<file path="src/rtl/deq_pkg.sv">
// Shared types and codes for the double-ended queue unit.
// Holds the request and response payload structs, mode codes and status codes.
// No dependencies.
`default_nettype none

package deq_pkg;

   // request modes
   localparam logic [2:0] MODE_PUSH_REAR  = 3'd0;
   localparam logic [2:0] MODE_PUSH_FRONT = 3'd1;
   localparam logic [2:0] MODE_POP_BACK   = 3'd2;
   localparam logic [2:0] MODE_POP_HEAD   = 3'd3;
   localparam logic [2:0] MODE_READ_INDEX = 3'd4;
   localparam logic [2:0] MODE_CLEAR      = 3'd5;

   // response status codes
   localparam logic [1:0] STAT_OK       = 2'd0;
   localparam logic [1:0] STAT_EMPTY    = 2'd1;
   localparam logic [1:0] STAT_FULL     = 2'd2;
   localparam logic [1:0] STAT_BAD_POS  = 2'd3;

   typedef struct packed {
      logic [2:0] mode;
      logic [7:0] item_value;
      logic [6:0] position;
   } req_type;

   typedef struct packed {
      logic [7:0] result_value;
      logic [1:0] status;
      logic [7:0] occupancy;
   } rsp_type;

endpackage

`default_nettype wire

</file>
<file path="src/rtl/deq_slot_ram.sv">
// Slot memory of the double-ended queue: one shared address port,
// synchronous write, read data registered. No dependencies.
`default_nettype none

module deq_slot_ram #(
   parameter int DEPTH = 128,
   parameter int AW    = 7,
   parameter int VW    = 8
) (
   input  wire logic          clock,
   input  wire logic [AW-1:0] addr,
   input  wire logic          wr_en,
   input  wire logic [VW-1:0] wr_data,
   input  wire logic          rd_en,
   output logic      [VW-1:0] rd_data
);

   logic [VW-1:0] mem [DEPTH];
   logic [VW-1:0] rd_data_ff;

   // write a slot
   always_ff @(posedge clock) begin
      if (wr_en) begin
         mem[addr] <= wr_data;
      end
   end

   // read a slot into the output register
   always_ff @(posedge clock) begin
      if (rd_en) begin
         rd_data_ff <= mem[addr];
      end
   end

   assign rd_data = rd_data_ff;

endmodule

`default_nettype wire

</file>
<file path="src/rtl/deq_ctrl.sv">
// Pointer and count control of the double-ended queue: decodes a request,
// updates head and count, drives the slot memory and forms the response.
// Depends on deq_pkg.
`default_nettype none

module deq_ctrl #(
   parameter int DEPTH      = 128,
   parameter int VALUE_BITS = 8,
   parameter int AW         = 7,
   parameter int CW         = 8
) (
   input  wire logic                  clock,
   input  wire logic                  reset,
   input  wire logic                  accept,
   input  wire deq_pkg::req_type      req,
   output logic      [AW-1:0]         mem_addr,
   output logic                       mem_wr_en,
   output logic      [VALUE_BITS-1:0] mem_wr_data,
   output logic                       mem_rd_en,
   output deq_pkg::rsp_type           rsp
);

   localparam int PW = (CW > 7) ? CW : 7;
   localparam logic [AW:0]   DEPTH_S   = (AW+1)'(DEPTH);
   localparam logic [AW-1:0] LAST_SLOT = AW'(DEPTH - 1);
   localparam logic [CW-1:0] FULL_CNT  = CW'(DEPTH);

   logic [AW-1:0] head_ff, head_in;
   logic [CW-1:0] count_ff, count_in;

   logic          is_full, is_empty, pos_bad;
   logic [AW-1:0] offset, head_dec, ring_addr;
   logic [AW:0]   ring_sum;
   logic [1:0]    status;

   assign is_full  = (count_ff == FULL_CNT);
   assign is_empty = (count_ff == '0);
   assign pos_bad  = (PW'(req.position) >= PW'(count_ff));
   assign head_dec = (head_ff == '0) ? LAST_SLOT : (head_ff - AW'(1));

   // pick the offset from the front that the mode addresses
   always_comb begin
      unique case (req.mode)
         deq_pkg::MODE_PUSH_REAR:  offset = AW'(count_ff);
         deq_pkg::MODE_POP_BACK:   offset = AW'(count_ff - CW'(1));
         deq_pkg::MODE_READ_INDEX: offset = AW'(req.position);
         default:                  offset = '0;
      endcase
   end

   // wrap head plus offset around the ring
   assign ring_sum  = {1'b0, head_ff} + {1'b0, offset};
   assign ring_addr = (ring_sum >= DEPTH_S) ? AW'(ring_sum - DEPTH_S) : AW'(ring_sum);

   // decode the request into state updates and memory access
   always_comb begin
      head_in   = head_ff;
      count_in  = count_ff;
      status    = deq_pkg::STAT_OK;
      mem_addr  = ring_addr;
      mem_wr_en = 1'b0;
      mem_rd_en = 1'b0;
      unique case (req.mode)
         deq_pkg::MODE_PUSH_REAR: begin
            if (is_full) begin
               status = deq_pkg::STAT_FULL;
            end else begin
               mem_wr_en = accept;
               count_in  = count_ff + CW'(1);
            end
         end
         deq_pkg::MODE_PUSH_FRONT: begin
            mem_addr = head_dec;
            if (is_full) begin
               status = deq_pkg::STAT_FULL;
            end else begin
               mem_wr_en = accept;
               head_in   = head_dec;
               count_in  = count_ff + CW'(1);
            end
         end
         deq_pkg::MODE_POP_BACK: begin
            if (is_empty) begin
               status = deq_pkg::STAT_EMPTY;
            end else begin
               mem_rd_en = accept;
               count_in  = count_ff - CW'(1);
            end
         end
         deq_pkg::MODE_POP_HEAD: begin
            mem_addr = head_ff;
            if (is_empty) begin
               status = deq_pkg::STAT_EMPTY;
            end else begin
               mem_rd_en = accept;
               head_in   = (head_ff == LAST_SLOT) ? '0 : (head_ff + AW'(1));
               count_in  = count_ff - CW'(1);
            end
         end
         deq_pkg::MODE_READ_INDEX: begin
            if (pos_bad) begin
               status = deq_pkg::STAT_BAD_POS;
            end else begin
               mem_rd_en = accept;
            end
         end
         deq_pkg::MODE_CLEAR: begin
            head_in  = '0;
            count_in = '0;
         end
         default: begin
         end
      endcase
   end

   assign mem_wr_data = VALUE_BITS'(req.item_value);

   // value stays zero here; popped and read values arrive from memory later
   assign rsp.result_value = '0;
   assign rsp.status       = status;
   assign rsp.occupancy    = 8'(count_in);

   // advance head and count on each accepted request
   always_ff @(posedge clock) begin
      if (reset) begin
         head_ff  <= '0;
         count_ff <= '0;
      end else if (accept) begin
         head_ff  <= head_in;
         count_ff <= count_in;
      end
   end

   a_count_bound: assert property (@(posedge clock) disable iff (reset)
      count_ff <= FULL_CNT)
      else $error("queue count exceeds depth");

   a_one_access: assert property (@(posedge clock) disable iff (reset)
      !(mem_wr_en && mem_rd_en))
      else $error("memory read and write in the same cycle");

   a_head_range: assert property (@(posedge clock) disable iff (reset)
      head_ff <= LAST_SLOT)
      else $error("head pointer outside the ring");

endmodule

`default_nettype wire

</file>
<file path="src/rtl/double_ended_queue_unit.sv">
// Double-ended queue unit: a bounded deque of small items held in a ring buffer
// in one synchronous slot memory, addressed by a head pointer and an item count.
//
// Request channel (req_valid/req_stall/req_data): one request per item, mode
// selects push back, push front, pop back, pop front, read at a position from
// the front, or clear. Response channel (rsp_valid/rsp_stall/rsp_data): exactly
// one response per request, in order, with value, status and occupancy.
//
// Timing: pushes, clear, refused and unused requests produce a response in the
// cycle after acceptance and allow one request per cycle unless the response
// stalls. Pops and reads that hit the memory go through the slot memory read
// register first, and the next request is held off during that read.
//
// Reset (synchronous, active high) empties the queue and drops any pending
// response; slot contents are not cleared and need no clearing pass.
// When the receiver stalls, the response register holds its payload and the
// unit stalls new requests until the response is taken; a request is still
// accepted in the cycle the waiting response is taken.
// Depends on deq_pkg, deq_ctrl and deq_slot_ram.
`default_nettype none

module double_ended_queue_unit #(
   parameter int DEPTH      = 128,
   parameter int VALUE_BITS = 8
) (
   input  wire logic             clock,
   input  wire logic             reset,
   input  wire logic             req_valid,
   output logic                  req_stall,
   input  wire deq_pkg::req_type req_data,
   output logic                  rsp_valid,
   input  wire logic             rsp_stall,
   output deq_pkg::rsp_type      rsp_data
);

   localparam int AW = (DEPTH > 1) ? $clog2(DEPTH) : 1;
   localparam int CW = $clog2(DEPTH + 1);

   logic                  req_accept, rsp_take;
   logic [AW-1:0]         mem_addr;
   logic                  mem_wr_en, mem_rd_en;
   logic [VALUE_BITS-1:0] mem_wr_data, mem_rd_data;
   deq_pkg::rsp_type      ctrl_rsp;

   logic             pend_ff, pend_in;
   logic             rsp_valid_ff, rsp_valid_in;
   deq_pkg::rsp_type rsp_ff, rsp_in;

   // hold requests during a memory read and while a response is stalled
   assign rsp_take   = rsp_valid_ff && !rsp_stall;
   assign req_stall  = pend_ff || (rsp_valid_ff && rsp_stall);
   assign req_accept = req_valid && !req_stall;

   deq_ctrl #(
      .DEPTH      (DEPTH),
      .VALUE_BITS (VALUE_BITS),
      .AW         (AW),
      .CW         (CW)
   ) u_ctrl (
      .clock       (clock),
      .reset       (reset),
      .accept      (req_accept),
      .req         (req_data),
      .mem_addr    (mem_addr),
      .mem_wr_en   (mem_wr_en),
      .mem_wr_data (mem_wr_data),
      .mem_rd_en   (mem_rd_en),
      .rsp         (ctrl_rsp)
   );

   deq_slot_ram #(
      .DEPTH (DEPTH),
      .AW    (AW),
      .VW    (VALUE_BITS)
   ) u_slot_ram (
      .clock   (clock),
      .addr    (mem_addr),
      .wr_en   (mem_wr_en),
      .wr_data (mem_wr_data),
      .rd_en   (mem_rd_en),
      .rd_data (mem_rd_data)
   );

   // load the response register at accept, patch in read data on the following cycle
   always_comb begin
      rsp_in       = rsp_ff;
      rsp_valid_in = rsp_valid_ff && !rsp_take;
      pend_in      = 1'b0;
      if (req_accept) begin
         rsp_in       = ctrl_rsp;
         rsp_valid_in = !mem_rd_en;
         pend_in      = mem_rd_en;
      end else if (pend_ff) begin
         rsp_in.result_value = 8'(mem_rd_data);
         rsp_valid_in        = 1'b1;
      end
   end

   always_ff @(posedge clock) begin
      rsp_ff <= rsp_in;
   end

   always_ff @(posedge clock) begin
      if (reset) begin
         pend_ff      <= 1'b0;
         rsp_valid_ff <= 1'b0;
      end else begin
         pend_ff      <= pend_in;
         rsp_valid_ff <= rsp_valid_in;
      end
   end

   assign rsp_valid = rsp_valid_ff;
   assign rsp_data  = rsp_ff;

   a_pend_no_rsp: assert property (@(posedge clock) disable iff (reset)
      pend_ff |-> !rsp_valid_ff)
      else $error("response shown while memory read is pending");

   a_pend_completes: assert property (@(posedge clock) disable iff (reset)
      pend_ff |=> rsp_valid_ff && !pend_ff)
      else $error("memory read did not complete into the response");

   a_no_accept_pending: assert property (@(posedge clock) disable iff (reset)
      pend_ff |-> !req_accept)
      else $error("request accepted during a memory read");

endmodule

`default_nettype wire

</file>
<file path="config.mk">
export PLATFORM = sky130hd
export DESIGN_NAME = double_ended_queue_unit
export DESIGN_NICKNAME = d
export VERILOG_FILES = /design/src/rtl/deq_pkg.sv /design/src/rtl/deq_slot_ram.sv /design/src/rtl/deq_ctrl.sv /design/src/rtl/double_ended_queue_unit.sv
export SDC_FILE = /design/constraint.sdc
export NUM_CORES = 1
export LEC_CHECK = 0
export BUFFER_PORTS_ARGS = -buffer_cell sky130_fd_sc_hd__buf_2
export CAP_MARGIN = 10
export CORE_ASPECT_RATIO = 1.5
export CORE_MARGIN = 2
export CORE_UTILIZATION = 40
export DETAILED_ROUTE_END_ITERATION = 6
export GPL_TIMING_DRIVEN = 0
export MAX_ROUTING_LAYER = met4
export SKIP_LAST_GASP = 1
export SLEW_MARGIN = 20
export SYNTH_ARGS = -nofsm -noshare
export SYNTH_HDL_FRONTEND = slang
export SYNTH_SLANG_ARGS = --single-unit
</file>
<file path="constraint.sdc">
create_clock -name clock -period 7.2 [get_ports clock]
set_clock_uncertainty 0.15 [all_clocks]
set_input_delay 1.08 -clock clock [delete_from_list [all_inputs] [get_ports clock]]
set_output_delay 1.08 -clock clock [all_outputs]
set_load 0.01 [all_outputs]
</file>
# --- Word-level counts from Yosys, hierarchy flattened ---
# Memory sizes are Yosys's and may differ from the RTL's. A register that Yosys moved wholly into a read port is not among the register bits.
# Index checks and enable logic that the tools add are counted.
# Widths: inputs -> output; s select.
word_totals:
  output_inout_bits: 20
  mem_bits_rw: 1024
  input_bits: 22
  reg_bits: 35
  n_memories: 1
op_classes:
  magnitude_cmp: 2
  n_addsub: 6
  n_reduce_logical: 17
  eq_ne: 9
  n_bitwise: 1
  n_mux: 24
memory_table:
  columns: ["memory", "depth", "width", "read_ports", "rd_clocked_by_memory_dff", "write_ports", "line_no", "text"]
  rows:
  - ["u_slot_ram.mem", 128, 8, 1, 1, 1, "deq_slot_ram.sv:18", "logic [VW-1:0] mem [DEPTH];"]
op_table:
  columns: ["op", "n"]
  rows:
  - ["$pmux 7 s3", 2]
  - ["$mux 7", 5]
  - ["$pmux 8 s3", 1]
  - ["$mux 8", 2]
  - ["$pmux 7 s2", 1]
  - ["$sub 7x1->7 const B", 2]
  - ["$mux 1", 9]
  - ["$add 7x7->8", 1]
  - ["$add 8x1->8 const B", 1]
  - ["$eq 8x8->1 const B", 1]
  - ["$ge 7x8->1", 1]
  - ["$ge 8x8->1 const B", 1]
  - ["$logic_not 8->1", 1]
  - ["$sub 8x1->8 const B", 1]
  - ["$add 7x1->7 const B", 1]
  - ["$eq 7x7->1 const B", 1]
  - ["$logic_not 7->1", 1]
  - ["$eq 3x2->1 const B", 2]
  - ["$eq 3x3->1 const B", 2]
  - ["$pmux 2 s3", 1]
  - ["$reduce_or 2->1", 3]
  - ["$logic_and 1x1->1", 4]
  - ["$logic_not 1->1", 4]
  - ["$mux 2", 2]
  - ["other kinds (8)", 9]

# --- Longest topological paths before layout ---
# Gate-level depths: netlist of run 1.
logic_depth:
  ltp_word: 8
  mapped_depth: 22
  ltp_nobuf: 17

# --- Cells and area by module ---
# Synthesis of run 1 repeated with hierarchy kept, for this count alone.
unflattened:
  cells_unflattened: 2864
  area_unflattened_um2: 43715.7
modules_own_cells:
  columns: ["module", "seq_area_each_um2", "cells_each", "area_per_inst_um2", "instances"]
  rows:
  - ["deq_slot_ram", 30989.7, 2475, 40513.9, 1]
  - ["deq_ctrl", 300.3, 351, 2472.4, 1]
  - ["double_ended_queue_unit", 580.6, 38, 729.4, 1]

# --- Least setup slack after synthesis of run 1 ---
# No wires, ideal clock.
synth_path:
  path_type: "input-to-reg"
  start: "input req_data[17] (netlist name)"
  end: "memory u_slot_ram.mem[34][0] (enable)"
  slack_ns: 1.181
  t_arrival_ns: 5.485
  path_buffers: 7
  setup_ns: 0.383
  path_stages: 20
  cell_sequence: "buf_2 buf_2 buf_1 nor2_1 a21oi_1 nor2_1 a21oi_1 nor2_1 ha_1 fa_1 a21o_1 a221o_1 a32o_1 or3_1 clkbuf_1 a22o_1 buf_2 buf_1 buf_1 nor3_1"
synth_between:
  elab_chain_cells: 6
  elab_cells_between_ends: 15
  classes_between: "2 x add/sub; 1 x order compare; 4 x eq/ne; 6 x mux; 2 x reduce/logical"
synth_rtl:
  columns: ["item", "line_no", "text"]
  rows:
  - ["start, declared", "double_ended_queue_unit.sv:30", "input wire deq_pkg::req_type req_data,"]
  - ["$eq 3x3->1 (tied with other cells)", "deq_ctrl.sv:43", "unique case (req.mode)"]
  - ["$pmux 7 s3", "deq_ctrl.sv:43", null]
  - ["$add 7x7->8", "deq_ctrl.sv:52", "assign ring_sum = {1'b0, head_ff} + {1'b0, offset};"]
  - ["$sub 7x1->7 / $ge 8x8->1 (equally long branches)", "deq_ctrl.sv:53", "assign ring_addr = (ring_sum >= DEPTH_S) ? AW'(ring_sum - DEPTH_S) : AW'(ring_sum);"]
  - ["$mux 7", "deq_ctrl.sv:53", null]
  - ["$pmux 7 s2", "deq_ctrl.sv:63", "unique case (req.mode)"]
  - ["end, declared", "deq_slot_ram.sv:18", null]
# Several ways; a longest one is shown, not always the timed one.

# --- Worst setup path in the final report of run 1 ---
layout_path:
  start: "input req_data[16] (netlist name)"
  end: "memory u_slot_ram.mem[68][4] (enable)"
# Same word-level chain as after synthesis.

==> results.ini, run 1 <==
[status]
status = complete, no violations

[clock_tree]
cts_tree = done
cts_sinks = 1067
clockBufferDepth = 3
clk_latency_ns = 0.70
cts_max_level = 3
root_buffer = clkbuf_16
hold_buffers = 0
cts_post_setup_buffers_inserted = 0
ctsResizeCount = 0
cts_made_buffers = 93
clkTransAtPathRegs_ns = 0.07

[placement]
finalWeightedCongestion = 0.968
place_inst = 4349
dp_hpwl_mm = 88.5
port_buffers = 38

[layout]
fin_util_pct = 45.9
nets = 3060
area_growth_pct = 14.0
final_cells = 4518
drive_gt1_share_pct = 15.8

[die]
ios = 42
core-area_um2 = 108000
start_util_pct = 40.2
die_x_um = 274
die_y_um = 408
dieArea_um2 = 112000
rows = 148

[grt]
track_usage_pct = 23.6
grt_pass1_vias = 26223
grt_pass1_wl_mm = 183
grt_max_degree = 95
antenna_found_initial = 1
overflow = 0

[worst_hold_path]
hold_path_class = reg -> reg

[pwr]
powerDensity_nw_per_um2 = 288
ir_drop_uv = 180
leakagePower_nw = 16.1

[timing]
period_minus_slack_ns = 7.00
worst_pin_slew_ns = 1.29
fmax_mhz = 143
hold_ws_ns = 0.342
setup_viol = 0
final_max_slew_viol_count = 0
rsz0062_at_grt = true
hold_viol_final = 0
final.period_utilization_pct = 97.2
maxSlewHeadroom_pct = 13.9

[synth]
synth_area_leaders = edfxtp_1 72%, mux4_2 5.0%, nand2_1 3.3%
yosysSeqAreaShare_pct = 72.9
async_flop_share_pct = 0
syn_inst = 2861
ys_seq_elements = 1067
synth.most_common_cell = edfxtp_1
synth_warnings = 0
synth_area_um2 = 43600
syn_area_per_cell_um2 = 15.2
synthTopCellsByCount = 1042 x edfxtp_1, 389 x nand2_1, 215 x a21oi_1
synthesis.nets = 2902
yosysTopAreaCell = edfxtp_1
yosys.area.top_type_share_pct = 71.8
synthFlopType = edfxtp_1
synth_edf_count = 1042
synth_cell_type_count = 70

[worst_setup_path]
crit_path_end = u_slot_ram.mem[68][4]
start_kind = input port
cp.arrival_ns = 7.17
crit_start = req_data[16]
crit_path_end_kind = flop
timing.rr.start = u_ctrl.count_ff[0]
r2r_end = u_slot_ram.mem[68][4]
criticalPathCategory = in -> reg
cp.required_ns = 7.37
critPathMaxFanout = 10
reg2reg_slack_ns = 0.39
rr_worst_depth = 17

[drt]
ant_nets = 0
wl_per_cell_um = 28.4
drt_iter0_markers = 2753
post-route-drc-count = 0
drt-total-wl_mm = 128
via_per_inst = 5.80
firstDrtPassIters = 6
num_vias = 26208

[job]
maxCapViolations = 0

==> power breakdown <==
part | leakage, nW | switching (mW) | internal, mW
combinational | 5.01 | 1.64 | 0.671
clock | 1.51 | 2.28 | 2.87
sequential | 9.58 | 0.0205 | 6.85
==> routing by layer <==
metal  part of all wire, %  track usage, %
met1                    36            25.9
met3                   6.1            3.37
met2                    52            40.3
met4                   6.8            14.2
met5                     0               -
==> registers in the layout, summed over array words and instances, names as in the netlist <==
name and cells:
rsp_data 18, pend_ff 1, u_ctrl.count_ff 8, u_slot_ram.mem 1024, u_slot_ram.rd_data 8, u_ctrl.head_ff 7
rsp_valid 1
==> worst max-delay path, stage by stage <==
cell and delay (ns):
buf_2 0.13, buf_2 0.23, clkbuf_1 0.50, nand2_1 0.13
xnor2_1 0.21, nor2_1 0.09, a21oi_1 0.15, nor2_1 0.06
ha_1 0.25, a211oi_1 0.34, nor2_1 0.10, o21bai_1 0.53
and2_0 0.35, clkbuf_1 0.78, clkbuf_1 0.56, clkbuf_1 0.47
nand3_1 0.42, nor2_1 0.77
==> worst min path at each step <==
stage,start,slack [ns],to,depth (start not counted)
2_1_floorplan,u_slot_ram.rd_data[0],0.31,rsp_data[10],2
3_3_place_gp,u_slot_ram.rd_data[6],0.31,rsp_data[16],2
3_5_place_dp,rsp_data[12],0.33,rsp_data[12],2
4_1_cts,u_slot_ram.rd_data[6],0.34,rsp_data[16],2
5_1_grt,u_slot_ram.rd_data[6],0.36,rsp_data[16],2
6_report,u_slot_ram.rd_data[6],0.34,rsp_data[16],2
==> cell families (layout without fill, tap and decap cells) <==
logic type	Yosys count	count (layout)	synth area share (%)
other	0	1	0
DFF	1067	1067	72.9
AOI/OAI and AO/OA	563	563	8.46
and+or+nand+nor	763	763	7.78
muxes	223	223	7.88
xor gates and xnor gates	12	12	0.241
adders and majority gates	19	19	0.563
buffers and inverters	214	445	2.14
==> cells in the final DEF, fill, tap and decap left out, types with 72 or more instances in the layout <==
master,count
nand2_1,389
mux2i_1,127
buf_2,80
clkbuf_16,94
a22oi_1,117
nor2_1,82
clkbuf_1,98
nand3_1,72
nor3_2,84
edfxtp_1,1042
a21oi_1,215
mux4_2,96
==> final cells by class <==
| type | instances | area [um2] |
|---|---|---|
| inverter | 20 | 75.1 |
| sequential | 1067 | 31800 |
| antenna | 1 | 2.50 |
| fill | 9446 | 58600 |
| multi-input combinational | 1580 | 11500 |
| clock buffer | 104 | 2390 |
| timing repair buffer | 63 | 598 |
| buffer | 194 | 875 |
| clock inverter | 64 | 696 |
| tap | 1425 | 1780 |
==> metrics by stage <==
stage | area, um2 | setup slack, ns | power [mW] | setup TNS [ns]
2_1_floorplan | 43600 | 1.18 | 8.25 | 0
5_1_grt | 49700 | -0.0773 | 14.7 | -3.84
3_5_place_dp | 46400 | -0.688 | 9.26 | -158.96
6_report | 49700 | 0.198 | 14.3 | 0
3_3_place_gp | 45600 | -1.15 | 9.20 | -458.58
4_1_cts | 49500 | 0.0452 | 14.3 | 0
Note: power is estimated with default switching activity, not from simulation.
==> inputs of run 2 (changes only) <==
--- a/config.mk
+++ b/config.mk
@@ -10,6 +10,7 @@
 export CORE_ASPECT_RATIO = 1.5
 export CORE_MARGIN = 2
 export CORE_UTILIZATION = 40
+export CTS_BUF_LIST = sky130_fd_sc_hd__clkbuf_4
 export DETAILED_ROUTE_END_ITERATION = 6
 export GPL_TIMING_DRIVEN = 0
 export MAX_ROUTING_LAYER = met4
==> run 2 against run 1 <==
The flow now finishes with violations (design-rule violations). Combinational power about the same. First-iteration DRC count decreased by 6.4%. Global-route usage up 0.29 points. Design area shrank 0.60%. Register-to-register slack got worse by 0.14 ns. Clock-buffer cell count rose by 230. Non-clock buffer count grew 2. Core utilization decreased by 0.28 points. Routed wire length up 0.90%. Highest routed layer unchanged.
==> results.ini, run 2 (synthesis gave the netlist of run 1 again) <==
[layout]
design_area_um2 = 49400
largest_reg_flops = 1024
area_growth_pct = 13.3
nets = 3198
num-fill-cells = 9604
drive_gt1_share_pct = 20.9
final_common_cell = edfxtp_1
regMostFlops = u_slot_ram.mem
layout_common_cells = 1042 x edfxtp_1, 389 x nand2_1, 334 x clkbuf_4
final_cells = 4759

[pwr]
powerDensity_nw_per_um2 = 277
total_power_mw = 13.7
ir_drop_uv = 152
leakagePower_nw = 16.2

[timing]
final.period_utilization_pct = 96.5
rsz0062_at_grt = false
fmax_mhz = 144
period_minus_slack_ns = 6.95
hold_viol_final = 0
final_max_slew_viol_count = 0
maxSlewHeadroom_pct = 15.4
setup_viol = 0
worst_pin_slew_ns = 1.24

[worst_setup_path]
cp_top_family = buffers and inverters
rr_worst_depth = 16
r2r_end = u_slot_ram.mem[73][4]
crit_chain = inv_1 > ha_1 > nand2_1 > xnor2_1 > nor2_1 > a21oi_1 > nor2_1 > ha_1 > xnor2_1 > nand2_1 > o22ai_1 > clkbuf_1 > buf_1 > nand2_1 > clkbuf_2 > nor2_1
critPathMaxStageDelay_ns = 0.82
critPathMaxFanout = 10
start_kind = flop
critPathSlowestCell = nor2_1
timing.rr.start = u_ctrl.count_ff[0]
timing.critical_path.buf_inv = 4
criticalPathCategory = reg -> reg
reg2reg_slack_ns = 0.25
cp.required_ns = 7.81
cp.arrival_ns = 7.56
crit_path_end_kind = flop

[drt]
firstDrtPassIters = 7
post-route-drc-count = 10
ant_nets = 0
num_vias = 27137
via_per_inst = 5.70
drt_iter0_markers = 2578
wl_per_cell_um = 27.2
drt-total-wl_mm = 129

[grt]
grt_pass1_wl_mm = 185
antenna_found_initial = 3
grt_max_degree = 95
track_usage_pct = 23.9
grt_pass1_vias = 27369
overflow = 0

[die]
die_y_um = 408
core-area_um2 = 108000
start_util_pct = 40.2
die_x_um = 274
rows = 148
dieArea_um2 = 112000
ios = 42

[placement]
dp_hpwl_mm = 88.5
place_inst = 4349
finalWeightedCongestion = 0.968
port_buffers = 38
detailed_place.area_um2 = 46400

[clock_tree]
cts_tree = done
root_buffer = clkbuf_4
cts_post_setup_buffers_inserted = 0
cts_sinks = 1067
clkTransAtPathRegs_ns = 0.07
cts_made_buffers = 229
clockBufferDepth = 3
cts_max_level = 4
clk_latency_ns = 1.15

[job]
maxCapViolations = 0

[status]
status = finished with violations
violations = design-rule violations

[worst_hold_path]
hold_path_class = in -> reg
whs_endpoint = u_slot_ram.mem[39][6]
hold_path_startpoint = req_data[13]
min_path_cells = 1

==> run 2: cell count changes in the layout (fill, tap and decap cells not counted), sizes merged, moves of 2 or more <==
cell,change
bufinv,-11
clkbuf,+231
dlygate4sd3,+2
diode,+7
clkinv,+7
inv,+6
==> run 2: power breakdown <==
part | leakage, nW | switching (mW) | total (mW) | internal (mW)
Combinational | 4.89 | 1.64 | 2.31 | 0.671
Sequential | 9.58 | 0.0204 | 6.87 | 6.84
Clock | 1.72 | 2.32 | 4.52 | 2.20
Total | 16.2 | 3.98 | 13.7 | 9.72
==> run 2: final cells by class <==
type | instances | area [um2] | area share (%)
Antenna cell | 8 | 20.0 | 0.0405
Buffer | 194 | 871 | 1.76
Clock buffer | 334 | 2510 | 5.08
Clock inverter | 66 | 355 | 0.720
Inverter | 20 | 75.1 | 0.152
Multi-Input combinational cell | 1580 | 11400 | 23.0
Sequential cell | 1067 | 31800 | 64.4
Tap cell | 1425 | 1780 | 3.61
Timing Repair Buffer | 65 | 618 | 1.25
==> run 2: worst max path at each step <==
stage | from | to | slack [ns] | cells after the start
after floorplan | req_data[17] | u_slot_ram.mem[34][0] | 1.18 | 20
after global placement | req_data[17] | u_slot_ram.mem[105][5] | -1.15 | 18
after detailed placement | req_data[17] | u_slot_ram.mem[89][3] | -0.69 | 18
after CTS | u_ctrl.count_ff[0] | u_slot_ram.mem[89][6] | 0.39 | 16
after global routing | u_ctrl.count_ff[0] | u_slot_ram.mem[40][0] | 0.01 | 16
final | u_ctrl.count_ff[0] | u_slot_ram.mem[73][4] | 0.25 | 16
==> run 2: layer usage <==
metal | track usage [%] | vias up | part of all wire (%)
met4 | 14.5 | 0 | 6.7
li1 | - | 11936 | -
met1 | 25.4 | 13637 | 35
met2 | 40.8 | 1247 | 52
met3 | 4.48 | 317 | 6.2
met5 | - | - | 0
==> run 2: metrics by stage <==
stage | hold slack (ns) | setup WS (ns) | util, % | setup TNS, ns
final | 0.175 | 0.253 | 45.6 | 0
after global routing | 0.0604 | 0.0129 | 45.6 | 0
after floorplan | 0.307 | 1.18 | - | 0
after detailed placement | 0.330 | -0.688 | 42.9 | -158.96
after CTS | 0.0342 | 0.386 | 45.5 | 0
after global placement | 0.313 | -1.15 | 42.1 | -458.58
==> run 2: repair_timing <==
item                                    4_1_cts  5_1_grt
endpoints found under the hold margin         1        0
resized for setup                             0        2
hold buffers                                  2        0
endpoints found under the setup margin        0       13
